### config.mk
export PLATFORM = sky130hd
export DESIGN_NAME = fifo_queue_with_peek_reverse_core
export DESIGN_NICKNAME = d
export VERILOG_FILES = /design/src/sv/fqpr_pkg.sv /design/src/sv/fqpr_ram.sv /design/src/sv/fifo_queue_with_peek_reverse_core.sv
export SDC_FILE = /design/constraint.sdc
export NUM_CORES = 1
export LEC_CHECK = 0
export BUFFER_PORTS_ARGS = -buffer_cell sky130_fd_sc_hd__buf_2
export CAP_MARGIN = 20
export CORE_MARGIN = 1
export CORE_UTILIZATION = 50
export CTS_CLUSTER_DIAMETER = 100
export DETAILED_ROUTE_END_ITERATION = 10
export PLACE_DENSITY = 0.69
export RECOVER_POWER = 100
export SLEW_MARGIN = 30
export SYNTH_ARGS = -nofsm -noshare
export SYNTH_HDL_FRONTEND = slang
export SYNTH_SLANG_ARGS = --single-unit
### constraint.sdc
create_clock -name clk -period 4.9 [get_ports clk]
set_clock_uncertainty 0.15 [all_clocks]
set_input_delay 0 -clock clk [delete_from_list [all_inputs] [get_ports clk]]
set_output_delay 0 -clock clk [all_outputs]
set_load 0.02 [all_outputs]
### src/sv/fqpr_pkg.sv
`timescale 1ns / 1ps
// Shared types and codes for the FIFO queue with peek and reverse.
// No dependencies; imported by the queue core.
package fqpr_pkg;

	typedef enum logic [2:0] {
		MODE_ENQ  = 3'd0,
		MODE_DEQ  = 3'd1,
		MODE_PEEK = 3'd2,
		MODE_CLR  = 3'd3,
		MODE_REV  = 3'd4
	} mode_t;

	typedef logic [1:0] status_t;

	localparam status_t ST_OK     = 2'd0;
	localparam status_t ST_EMPTY  = 2'd1;
	localparam status_t ST_BOUNDS = 2'd2;
	localparam status_t ST_FULL   = 2'd3;

	localparam int unsigned FIELD_W = 32;
	localparam int unsigned INDEX_W = 5;
	localparam int unsigned COUNT_W = 5;

endpackage

### src/sv/fqpr_ram.sv
`timescale 1ns / 1ps
// Single-port synchronous entry store with registered read data.
// Standalone; instantiated by the queue core.
module fqpr_ram #(
	parameter int unsigned DEPTH      = 16,
	parameter int unsigned DATA_WIDTH = 32
) (
	input  logic                         clk,
	input  logic                         en,
	input  logic                         we,
	input  logic [$clog2(DEPTH)-1:0]     addr,
	input  logic [DATA_WIDTH-1:0]        wdata,
	output logic [DATA_WIDTH-1:0]        rdata
);

	logic [DATA_WIDTH-1:0] mem [DEPTH];

	// Read data holds its value until the next read, which the core relies on
	// while a result is stalled.
	always_ff @(posedge clk) begin
		if (en) begin
			if (we) begin
				mem[addr] <= wdata;
			end else begin
				rdata <= mem[addr];
			end
		end
	end

endmodule

### src/sv/fifo_queue_with_peek_reverse_core.sv
`timescale 1ns / 1ps
// Top level of the FIFO queue with peek and reverse: command decode, pointers and result path.
// Depends on fqpr_pkg and fqpr_ram.
//
// The block takes one command item per cycle and returns exactly one result item for each,
// in order, via the pipeline register and the output register. Pointer and count updates happen
// in the cycle a command is accepted, so a following command already sees them. The entries live in a
// single-port RAM: an enqueue writes one entry and a peek reads one, and since a peek only reads
// occupied entries while an enqueue only writes a free one, the two never collide. The RAM read
// data lines up with a one-stage pipeline register and then lands in the output register, and
// input is taken whenever that stage can move on, so the sustained rate is one item per cycle
// as long as the result side keeps taking items. There is no clearing pass after reset.
module fifo_queue_with_peek_reverse_core #(
	parameter int unsigned DEPTH      = 16,
	parameter int unsigned DATA_WIDTH = 32
) (
	input  logic        clk,
	input  logic        arst_n,
	input  logic        s_tvalid,
	output logic        s_tready,
	input  logic [39:0] s_tdata,   // value [31:0], index [36:32], zero [39:37]
	input  logic [2:0]  s_tuser,   // mode [2:0]
	output logic        m_tvalid,
	input  logic        m_tready,
	output logic [39:0] m_tdata    // data [31:0], status [33:32], count [38:34], empty_res [39]
);

	import fqpr_pkg::*;

	localparam int unsigned AW   = $clog2(DEPTH);
	localparam int unsigned CW   = $clog2(DEPTH + 1);
	localparam int unsigned SW   = CW + 1;
	localparam int unsigned CMPW = (CW > INDEX_W) ? CW : INDEX_W;

	logic [AW-1:0] head_q, head_d;
	logic [CW-1:0] cnt_q, cnt_d;
	logic          rev_q, rev_d;

	logic                  valid_s1;
	status_t               status_s1;
	logic [COUNT_W-1:0]    count_s1;
	logic                  empty_s1;
	logic                  peek_s1;

	logic                  out_valid_q;
	logic [FIELD_W-1:0]    out_data_q;
	status_t               out_status_q;
	logic [COUNT_W-1:0]    out_count_q;
	logic                  out_empty_q;

	mode_t                 cmd_mode;
	logic [FIELD_W-1:0]    cmd_value;
	logic [INDEX_W-1:0]    cmd_index;
	logic                  acc, out_free, s1_move;

	status_t               status_d;
	logic                  peek_ok;
	logic                  ram_en, ram_we;
	logic [AW-1:0]         ram_addr;
	logic [DATA_WIDTH-1:0] ram_rdata;

	logic [CMPW-1:0]       idx_w, cnt_w;
	logic [SW-1:0]         peek_sum, enq_sum;
	logic [AW-1:0]         peek_addr, enq_addr, head_dec, head_inc;
	logic                  full, idx_bad;

	assign cmd_mode  = mode_t'(s_tuser);
	assign cmd_value = s_tdata[31:0];
	assign cmd_index = s_tdata[36:32];

	assign out_free = !out_valid_q || m_tready;
	assign s1_move  = valid_s1 && out_free;
	assign s_tready = !valid_s1 || out_free;
	assign acc      = s_tvalid && s_tready;

	assign full    = (cnt_q == CW'(DEPTH));
	assign idx_w   = CMPW'(cmd_index);
	assign cnt_w   = CMPW'(cnt_q);
	assign idx_bad = (cnt_q == '0) || (idx_w == '0) || (idx_w > cnt_w);

	// Position pos from the front, counted from 1, maps to head + pos - 1 normally,
	// and to head + count - pos when reversed; both stay below twice the depth.
	always_comb begin
		if (rev_q) begin
			peek_sum = SW'(head_q) + SW'(cnt_q) - SW'(idx_w);
		end else begin
			peek_sum = SW'(head_q) + SW'(idx_w) - SW'(1);
		end
		enq_sum = SW'(head_q) + SW'(cnt_q);
	end

	assign peek_addr = (peek_sum >= SW'(DEPTH)) ? AW'(peek_sum - SW'(DEPTH)) : AW'(peek_sum);
	assign enq_addr  = (enq_sum >= SW'(DEPTH)) ? AW'(enq_sum - SW'(DEPTH)) : AW'(enq_sum);
	assign head_dec  = (head_q == '0) ? AW'(DEPTH - 1) : head_q - AW'(1);
	assign head_inc  = (head_q == AW'(DEPTH - 1)) ? '0 : head_q + AW'(1);

	always_comb begin
		head_d   = head_q;
		cnt_d    = cnt_q;
		rev_d    = rev_q;
		status_d = ST_OK;
		peek_ok  = 1'b0;
		ram_en   = 1'b0;
		ram_we   = 1'b0;
		ram_addr = peek_addr;
		if (acc) begin
			unique case (cmd_mode)
				MODE_ENQ: begin
					if (full) begin
						status_d = ST_FULL;
					end else begin
						ram_en = 1'b1;
						ram_we = 1'b1;
						cnt_d  = cnt_q + CW'(1);
						if (rev_q) begin
							head_d   = head_dec;
							ram_addr = head_dec;
						end else begin
							ram_addr = enq_addr;
						end
					end
				end
				MODE_DEQ: begin
					if (cnt_q == '0) begin
						status_d = ST_EMPTY;
					end else begin
						cnt_d = cnt_q - CW'(1);
						if (!rev_q) begin
							head_d = head_inc;
						end
					end
				end
				MODE_PEEK: begin
					if (idx_bad) begin
						status_d = ST_BOUNDS;
					end else begin
						peek_ok = 1'b1;
						ram_en  = 1'b1;
					end
				end
				MODE_CLR: begin
					head_d = '0;
					cnt_d  = '0;
					rev_d  = 1'b0;
				end
				MODE_REV: begin
					if (cnt_q == '0) begin
						status_d = ST_EMPTY;
					end else begin
						rev_d = !rev_q;
					end
				end
				default: begin
				end
			endcase
		end
	end

	fqpr_ram #(
		.DEPTH      (DEPTH),
		.DATA_WIDTH (DATA_WIDTH)
	) u_ram (
		.clk   (clk),
		.en    (ram_en),
		.we    (ram_we),
		.addr  (ram_addr),
		.wdata (DATA_WIDTH'(cmd_value)),
		.rdata (ram_rdata)
	);

	always_ff @(posedge clk or negedge arst_n) begin
		if (!arst_n) begin
			head_q      <= '0;
			cnt_q       <= '0;
			rev_q       <= 1'b0;
			valid_s1    <= 1'b0;
			out_valid_q <= 1'b0;
		end else begin
			head_q <= head_d;
			cnt_q  <= cnt_d;
			rev_q  <= rev_d;
			if (acc) begin
				valid_s1 <= 1'b1;
			end else if (s1_move) begin
				valid_s1 <= 1'b0;
			end
			if (s1_move) begin
				out_valid_q <= 1'b1;
			end else if (m_tready) begin
				out_valid_q <= 1'b0;
			end
		end
	end

	always_ff @(posedge clk) begin
		if (acc) begin
			status_s1 <= status_d;
			count_s1  <= COUNT_W'(cnt_d);
			empty_s1  <= (cnt_d == '0);
			peek_s1   <= peek_ok;
		end
		if (s1_move) begin
			out_data_q   <= peek_s1 ? FIELD_W'(ram_rdata) : '0;
			out_status_q <= status_s1;
			out_count_q  <= count_s1;
			out_empty_q  <= empty_s1;
		end
	end

	assign m_tvalid = out_valid_q;
	assign m_tdata  = {out_empty_q, out_count_q, out_status_q, out_data_q};

	a_cnt_range: assert property (@(posedge clk) disable iff (!arst_n)
		cnt_q <= CW'(DEPTH))
		else $error("entry count exceeds depth");

	a_head_range: assert property (@(posedge clk) disable iff (!arst_n)
		head_q < AW'(DEPTH - 1) || head_q == AW'(DEPTH - 1))
		else $error("head pointer out of range");

	a_clear: assert property (@(posedge clk) disable iff (!arst_n)
		acc && cmd_mode == MODE_CLR |=> cnt_q == '0 && head_q == '0 && !rev_q)
		else $error("clear did not restore pointers");

	a_enq_count: assert property (@(posedge clk) disable iff (!arst_n)
		acc && cmd_mode == MODE_ENQ && !full |=> cnt_q == $past(cnt_q) + CW'(1))
		else $error("enqueue did not advance count");

	a_stall_no_read: assert property (@(posedge clk) disable iff (!arst_n)
		valid_s1 && !out_free |-> !ram_en)
		else $error("RAM accessed while pending read data is stalled");

endmodule
======== After elaboration in Yosys (flattened, before gate mapping) ========
Memories as Yosys holds them, arrays and structs flattened. A register that Yosys moved wholly into a read port is not among the register bits.
Index checks and enable logic that the tools add are counted.
word-level totals
  bits in registers ....................... 61
  memory bits (writable) .................. 512
  input port bits ......................... 47
  output and inout port bits .............. 42
  logic and storage cells ................. 98
  memories kept ........................... 1
memories
  memory     depth  width  read ports  clocked after Yosys merged registers in  write ports  line            RTL
  u_ram.mem  16     32     1           1                                        1            fqpr_ram.sv:16  logic [DATA_WIDTH-1:0] mem [DEPTH];
operators by class
  add/subtract/negate cells ............... 10
  $lt $le $gt $ge ......................... 3
  eq/ne operators ......................... 11
  multiplexer cells ....................... 37
  bitwise logic cells ..................... 1
  reduce and logical (&&, ||, !) cells .... 22
operators with widths
  cell                                                               count
  two-way mux 4 bit                                                  12
  zero test 5 bit                                                    3
  two-way mux 5 bit                                                  3
  case mux 5 bit (3 select lines)                                    1
  two-way mux 1 bit                                                  14
  adder 4 x 5 -> 6 bit                                               2
  greater-or-equal comparator 6 x 5 -> 1 bit, second input constant  2
  case mux 4 bit (3 select lines)                                    1
  subtractor 4 x 1 -> 4 bit, second input constant                   3
  inequality test 2 bit, second input constant                       5
  == test 3 x 2 -> 1 bit, second input constant                      2
  two-way mux 6 bit                                                  1
  case mux 2 bit (3 select lines)                                    1
  AND reduction 6 bit                                                1
  nonzero test 2 bit                                                 3
  subtractor 6 x 1 -> 6 bit, second input constant                   1
  subtractor 6 x 5 -> 6 bit                                          1
  adder 5 x 1 -> 5 bit, second input constant                        1
  == test 5 bit, second input constant                               1
  > comparator 5 bit                                                 1
  subtractor 5 x 1 -> 5 bit, second input constant                   1
  adder 4 x 1 -> 4 bit, second input constant                        1
  == test 4 bit, second input constant                               1
  zero test 4 bit                                                    1
  other kinds (13)                                                   21

======== Depth between registers and ports, before layout ========
Gate-level depths: netlist of run 1.
  depth after elaboration ................. 8
  depth in mapped cells ................... 15
  depth with buffers taken out ............ 14

======== Hierarchy ========
Synthesis of run 1 repeated with hierarchy kept, for this count alone.
second synthesis, totals
  cells, all modules ...................... 1125
  area total of the unflattened synthesis .. 23600.1 µm²
modules (own cells, without submodules)
  module                             instances  cells an instance  area an instance (µm²)  sequential area each (µm²)
  fqpr_ram                           1          844                20216.9                 16335.7
  fifo_queue_with_peek_reverse_core  1          281                3383.2                  1771.7

======== Worst setup path before layout of run 1 ========
No wires, ideal clock.
  path kind ............................... reg-to-reg
  start ................................... reg head_q[0]
  end ..................................... mem u_ram.mem[11][0], enable pin
  library setup time ...................... 0.421 ns
  data arrival time ....................... 4.152 ns
  required time ........................... 4.329 ns
  slack ................................... 0.176 ns
  stages on the path, launching flop included .. 12
  path buffers ............................ 1
  period minus slack after synthesis ...... 4.724 ns
  cell sequence ........................... dfrtp_1 -> ha_1 -> fa_1 -> ha_1 -> a21o_1 -> a21oi_1 -> xnor3_1 -> a21o_1 -> a211oi_4 -> buf_6 -> inv_2 -> nor2_1
between the ends
  word-level cells in the longest chain between the ends .. 8
  elaborated cells between the ends (all ways) .. 18
  those cells by class .................... add/sub (7); order compare (2); mux (8); reduce/logical (1)
ends and longest elaborated chain
  element                                                                                         line                                                                                                                       RTL
  start: declaration                                                                              fifo_queue_with_peek_reverse_core.sv:35                                                                                    logic [AW-1:0] head_q, head_d;
  start signal: assignment                                                                        fifo_queue_with_peek_reverse_core.sv:173                                                                                   head_q <= '0;
  start signal: assignment                                                                        fifo_queue_with_peek_reverse_core.sv:179                                                                                   head_q <= head_d;
  adder 4 x 5 -> 6 bit (on tied branches)                                                         fifo_queue_with_peek_reverse_core.sv:87, fifo_queue_with_peek_reverse_core.sv:85, fifo_queue_with_peek_reverse_core.sv:89
  subtractor 6 x 1 -> 6 bit / subtractor 6 x 5 -> 6 bit (equally long branches)                   fifo_queue_with_peek_reverse_core.sv:87, fifo_queue_with_peek_reverse_core.sv:85
  two-way mux 6 bit                                                                               fifo_queue_with_peek_reverse_core.sv:84                                                                                    if (rev_q) begin
  greater-or-equal comparator 6 x 5 -> 1 bit / subtractor 4 x 1 -> 4 bit (equally long branches)  fifo_queue_with_peek_reverse_core.sv:92                                                                                    assign peek_addr = (peek_sum >= SW'(DEPTH)) ? AW'(peek_sum - SW'(DEPTH)) : AW'(peek_sum);
  two-way mux 4 bit                                                                               fifo_queue_with_peek_reverse_core.sv:92
  two-way mux 4 bit                                                                               fifo_queue_with_peek_reverse_core.sv:109                                                                                   if (full) begin
  two-way mux 4 bit                                                                               fifo_queue_with_peek_reverse_core.sv:107                                                                                   unique case (cmd_mode)
  two-way mux 4 bit *                                                                             fifo_queue_with_peek_reverse_core.sv:106                                                                                   if (acc) begin
  end: declaration                                                                                fqpr_ram.sv:16
Every way passes the cells marked *; elsewhere a longest branch is shown, timed or not.

======== Final worst setup path of run 1 ========
  start ................................... reg head_q[0]
  end ..................................... mem u_ram.mem[0][11], enable pin
The elaborated chain is that of the path after synthesis.

==> results.tsv, run 1 <==
metric	value	unit
vias in the first global route	14400	
failing checks	max-capacitance violations, max-slew violations	
element type at the critical path start	flip-flop	
RSZ-0062 raised after global routing	no	
hpwl dp	28800	um
I/O Buffers	85	
final instance area	28000	um2
final count of negative-setup-slack endpoints	0	
Die ar.	49900	um2
flops & latches, synth	605	
status	complete, but fails checks	
DIE HEIGHT	223	um
core area	48000	um2
Initial Util	51.0	%
Slew Limit Fails	41	
grt total ovfl	0	
share of cells above drive strength 1	7.52	%
# nets final	2080	
Max FO, Critical Path	32	
Inst Count DP	2518	
CTS Buf Count	60	
Critical Path Sink Type	flip-flop	
antenna viol nets, final	0	
Tmin final	4.47	ns
post-synth top area share	72.6	%
top_reg_cell synth	edfxtp_1	
clk buf depth	3	
CP Cell Sequence	ha_1, fa_1, inv_1, fa_1, mux4_4, clkbuf_2, nand2_1, buf_4, nor2_1, buf_4	
asr flop ratio synth	1.98	%
Layout area overhead	14.3	%
Final period util	91.1	%
via count	15000	
class of the worst hold path	in -> reg	
Wirelength per Cell	20.3	um
Total Neg Setup Slack	0	ns
htree depth	2	
storage element area	18100	um2
initial antenna violation count	2	
Top delay family on crit path	adder cells	
overall power	17.3	mW
row count	80	
Synth area leaders	edfxtp_1 (73%), nand2_1 (10%), o211ai_1 (3.9%)	
part of the Yosys area used for sequential elements	73.9	%
Post-synth EDFFs	593	
most instantiated library cell after synthesis	nand2_1	
fill count	3761	
GP Congestion	0.887	
Distinct cells, synth	58	
Yosys warnings	0	
syn_area_per_cell	13.0	um2
Multi-input gate area	5870	um2
power per cell area	616	nW/um2
Mapped Nets	1953	
Initial DRT Pass Iterations	5	
Cell Area, Placed	25900	um2
die width	223	um
pre-CTS WS	0.623	ns
worst vdd ir	0.712	mV
Clock Tree Root	clkbuf_16	
drt initial violations	1438	
slowest CP cell	clkbuf_2	
final WL	54300	um
Num Clock Sinks	605	
Skew-Pair Late Insertion Delay	0.63	ns
Tot GR Track Use	21.8	%
I/O pin cnt	89	
via/cell ratio	5.61	
Mapped Area	24500	um2
Slew @ Worst Pin	2.74	ns
FF-to-FF setup slack	0.43	ns
max frequency	0.224	GHz
first-pass GRT wire length	82700	um
pin count of the biggest net entering global routing	153	
Yosys top cell by area	edfxtp_1	
most frequent cells after synthesis	nand2_1 (655), edfxtp_1 (593), nand3_1 (131), o211ai_1 (128), buf_2 (75)	
CTS tree	built	
Layout Cells excl Fill	2676	
critical path start-end classification	reg -> reg	
worst setup margin	0.435	ns
Worst Path Buf+Inv	4	
max_cap viols	1	
critical path's largest stage delay	0.66	ns
leakage power	9.90	nW
CP required	5.03	ns
Post-CTS Setup Bufs	0	
Hold Fails Final Rpt	0	
clock-pin slew on the worst setup and hold paths	0.06	ns
Worst Path Arrival	4.59	ns
post-synthesis cell count	1883	
worst rel slew slack	-82.4	%
Residual DRC	0	
[layer usage]
layer,track usage [%],vias to the layer above,routed length (um)
met5,0,-,12
met4,6.58,2,1150
met3,3.52,84,3390
met2,36.1,507,26700
met1,29.9,7364,23100
li1,-,7043,-
[worst reg2reg max path, stage by stage, from the launching register on]
cell and delay, ns:
dfrtp_1 0.48, ha_1 0.28, fa_1 0.55, inv_1 0.08, fa_1 0.52, mux4_4 0.57
clkbuf_2 0.67, nand2_1 0.13, buf_4 0.19, nor2_1 0.13, buf_4 0.36
[where the power goes]
group / total [mW] / leakage [nW] / internal [mW] / switching [mW]
Sequential: 6.16 / 5.53 / 6.07 / 0.0941
Combinational: 6.62 / 3.45 / 1.99 / 4.63
Clock: 4.47 / 0.920 / 2.56 / 1.91
[registers in the layout, indices dropped and copies added (netlist names), 2 cells and up]
name          cells
u_ram.mem       512
out_data_q       32
u_ram.rdata      32
cnt_q             5
count_s1          5
out_count_q       5
head_q            4
out_status_q      2
status_s1         2
[area by class of cell]
class / count / share of cell area [%]
Tap cell: 615 / 2.75
Clock inverter: 37 / 1.20
Antenna cell: 1 / 0.00893
Timing Repair Buffer: 172 / 4.45
Clock buffer: 75 / 5.67
Multi-Input combinational cell: 1144 / 20.9
Sequential cell: 605 / 64.6
Inverter: 27 / 0.362
[final timing paths]
path	start	to	cells after the start
min reg2reg	count_s1[0]	out_count_q[0]	0
min	m_tready	m_tvalid	4
min in group asynchronous	arst_n	head_q[1]	3
max	head_q[0]	u_ram.mem[0][11]	10
max reg2reg	head_q[0]	u_ram.mem[0][11]	10
max in group asynchronous	arst_n	cnt_q[3]	3
[cells by family (layout without fill, tap and decap cells)]
family,after synthesis,in the layout,synth area share [%]
AND/OR/NAND/NOR,918,918,15.8
flip-flops,605,605,73.9
AO/OA/AOI/OAI,189,189,5.67
buffers and inverters,134,311,2.68
adder cells (fa/ha/maj),23,23,1.27
XOR/XNOR,9,9,0.408
multiplexers,5,5,0.316
other,0,1,0
[placed cells by master (no fill, tap or decap), drive strengths merged, types with 3 or more instances in the layout]
cell type / n
xor2: 3
edfxtp: 593
clkbuf: 166
o211ai: 128
bufinv: 5
a21o: 4
a21oi: 15
dfrtp: 12
nor2: 39
o21ai: 16
o31ai: 3
clkinv: 27
inv: 27
nand2: 655
clkinvlp: 5
and2: 36
ha: 20
nand3: 131
buf: 36
nor3: 6
fa: 3
nand2b: 6
a211oi: 6
nand4: 34
dlygate4sd3: 45
xnor2: 5
[stage by stage]
step / utilization (%) / hold WS [ns]
6_report: 58.3 / 0.0836
5_1_grt: 58.3 / 0.107
4_1_cts: 58.8 / 0.0427
3_5_place_dp: 53.8 / -0.243
3_3_place_gp: 53.6 / -0.251
2_1_floorplan: - / -0.446
[what timing repair did]
action	CTS	global route
resized for setup	0	0
hold buffers	45	0
endpoints found under the hold margin	548	0
Note: power is estimated with default switching activity, not from simulation.
==> inputs of run 2 (changes only) <==
BUFFER_PORTS_ARGS = -buffer_cell sky130_fd_sc_hd__buf_4   (was -buffer_cell sky130_fd_sc_hd__buf_2)
CTS_CLUSTER_DIAMETER = default   (was 100)
==> results.tsv, run 2 (synthesis results as in run 1) <==
metric	value	unit
Wirelength per Cell	20.7	um
pin count of the biggest net entering global routing	217	
share of cells above drive strength 1	7.30	%
clock-pin slew on the worst setup and hold paths	0.06	ns
storage element area	18100	um2
clk buf depth	3	
failing checks	max-capacitance violations, max-slew violations	
max frequency	0.219	GHz
CTS Buf Count	59	
fill count	3807	
Largest register FFs	512	
drt initial violations	1577	
Slew Limit Fails	75	
Die ar.	49900	um2
Worst Path Arrival	4.66	ns
critical path's largest stage delay	0.72	ns
worst setup margin	0.342	ns
critical path start-end classification	reg -> reg	
CTS tree	built	
CTS Hold Bufs	45	
Worst Path Buf+Inv	3	
row count	80	
Critical Path Sink Type	flip-flop	
Num Clock Sinks	605	
CP Cell Sequence	inv_1, ha_1, nor2b_1, o21a_1, o21ai_0, a21oi_1, o22a_1, a211oi_1, dlygate4sd3_1, and3_1, and2_2, clkbuf_1	
Initial Util	51.0	%
biggest regs	u_ram.mem (512), out_data_q (32), u_ram.rdata (32)	
RSZ-0062 raised after global routing	no	
final count of negative-setup-slack endpoints	0	
vias in the first global route	14700	
Skew-Pair Late Insertion Delay	0.61	ns
commonest non-fill, non-tap cell in the layout	nand2_1	
Initial DRT Pass Iterations	5	
via count	15100	
Top delay family on crit path	buffers and inverters	
final WL	55400	um
Largest Register	u_ram.mem	
power per cell area	617	nW/um2
GP Congestion	0.859	
I/O Buffers	85	
# nets final	2077	
Max FO, Critical Path	20	
antenna viol nets, final	0	
pre-CTS WS	0.625	ns
post-CTS resize count	0	
Clock Tree Root	clkbuf_16	
Multi-input gate area	5850	um2
status	complete, but fails checks	
die width	223	um
Final period util	93.0	%
Slew @ Worst Pin	2.78	ns
most frequent cells in the layout	nand2_1 (655), edfxtp_1 (593), nand3_1 (131)	
via/cell ratio	5.66	
HP Start	m_tready	
hpwl dp	28700	um
CP required	5.00	ns
Layout area overhead	13.6	%
grt total ovfl	0	
element type at the critical path start	flip-flop	
class of the worst hold path	in -> reg	
worst rel slew slack	-85.6	%
leakage power	9.87	nW
htree depth	2	
first-pass GRT wire length	84600	um
DIE HEIGHT	223	um
I/O pin cnt	89	
max_cap viols	2	
r2r startpoint	cnt_q[1]	
Tmin final	4.56	ns
Hold Fails Final Rpt	0	
crit path from	cnt_q[1]	
Post-CTS Setup Bufs	0	
Residual DRC	0	
Tot GR Track Use	22.4	%
core area	48000	um2
Total Neg Setup Slack	0	ns
slowest CP cell	and2_2	
initial antenna violation count	1	
worst vdd ir	1.02	mV
run 2: layout make-up:
cell class                      instances  area share [%]
Antenna cell                            1         0.00899
Clock buffer                           80            5.81
Clock inverter                         28           0.966
Inverter                               27           0.364
Multi-Input combinational cell       1144            21.0
Sequential cell                       605            65.0
Tap cell                              615            2.76
Timing Repair Buffer                  170            4.08
run 2: final timing paths:
check	cells past startpoint	slack, ns	to
worst min register to register	0	0.27	out_count_q[1]
worst min-delay path	4	0.1	m_tvalid
min in group asynchronous	3	0.39	cnt_q[1]
max in group asynchronous	3	3.82	cnt_q[4]
worst max register to register	12	0.34	u_ram.rdata[13]
worst max-delay path	12	0.34	u_ram.rdata[13]
run 2: routing by layer:
metal	up-vias	GRT usage [%]	share of wire, %
met2	474	37.4	49
met3	115	2.98	5.9
li1	7040	-	-
met5	-	0	0.014
met1	7469	30.2	42
met4	2	8.13	2.8
run 2: metrics by stage:
step	hold slack, ns	cells	utilization [%]	area (um2)	power [mW]
after CTS	0.0385	2669	58.8	28300	17.4
final	0.0964	2670	58.0	27800	17.2
after global routing	0.109	2669	58.0	27800	18.2
after global placement	-0.297	2515	53.9	25900	12.7
after floorplan	-0.446	1883	-	24500	11.2
after detailed placement	-0.295	2516	53.9	25900	12.9
run 2: power by group:
group          switching (mW)  internal (mW)
combinational            4.59           2.00
clock                    1.86           2.57
sequential             0.0891           6.07
total                    6.54           10.6
run 2: worst min-delay path, delay by kind of cell:
kind,cells,cell delay [ns]
buffers and inverters,2,0.65
AND/OR/NAND/NOR,2,0.18
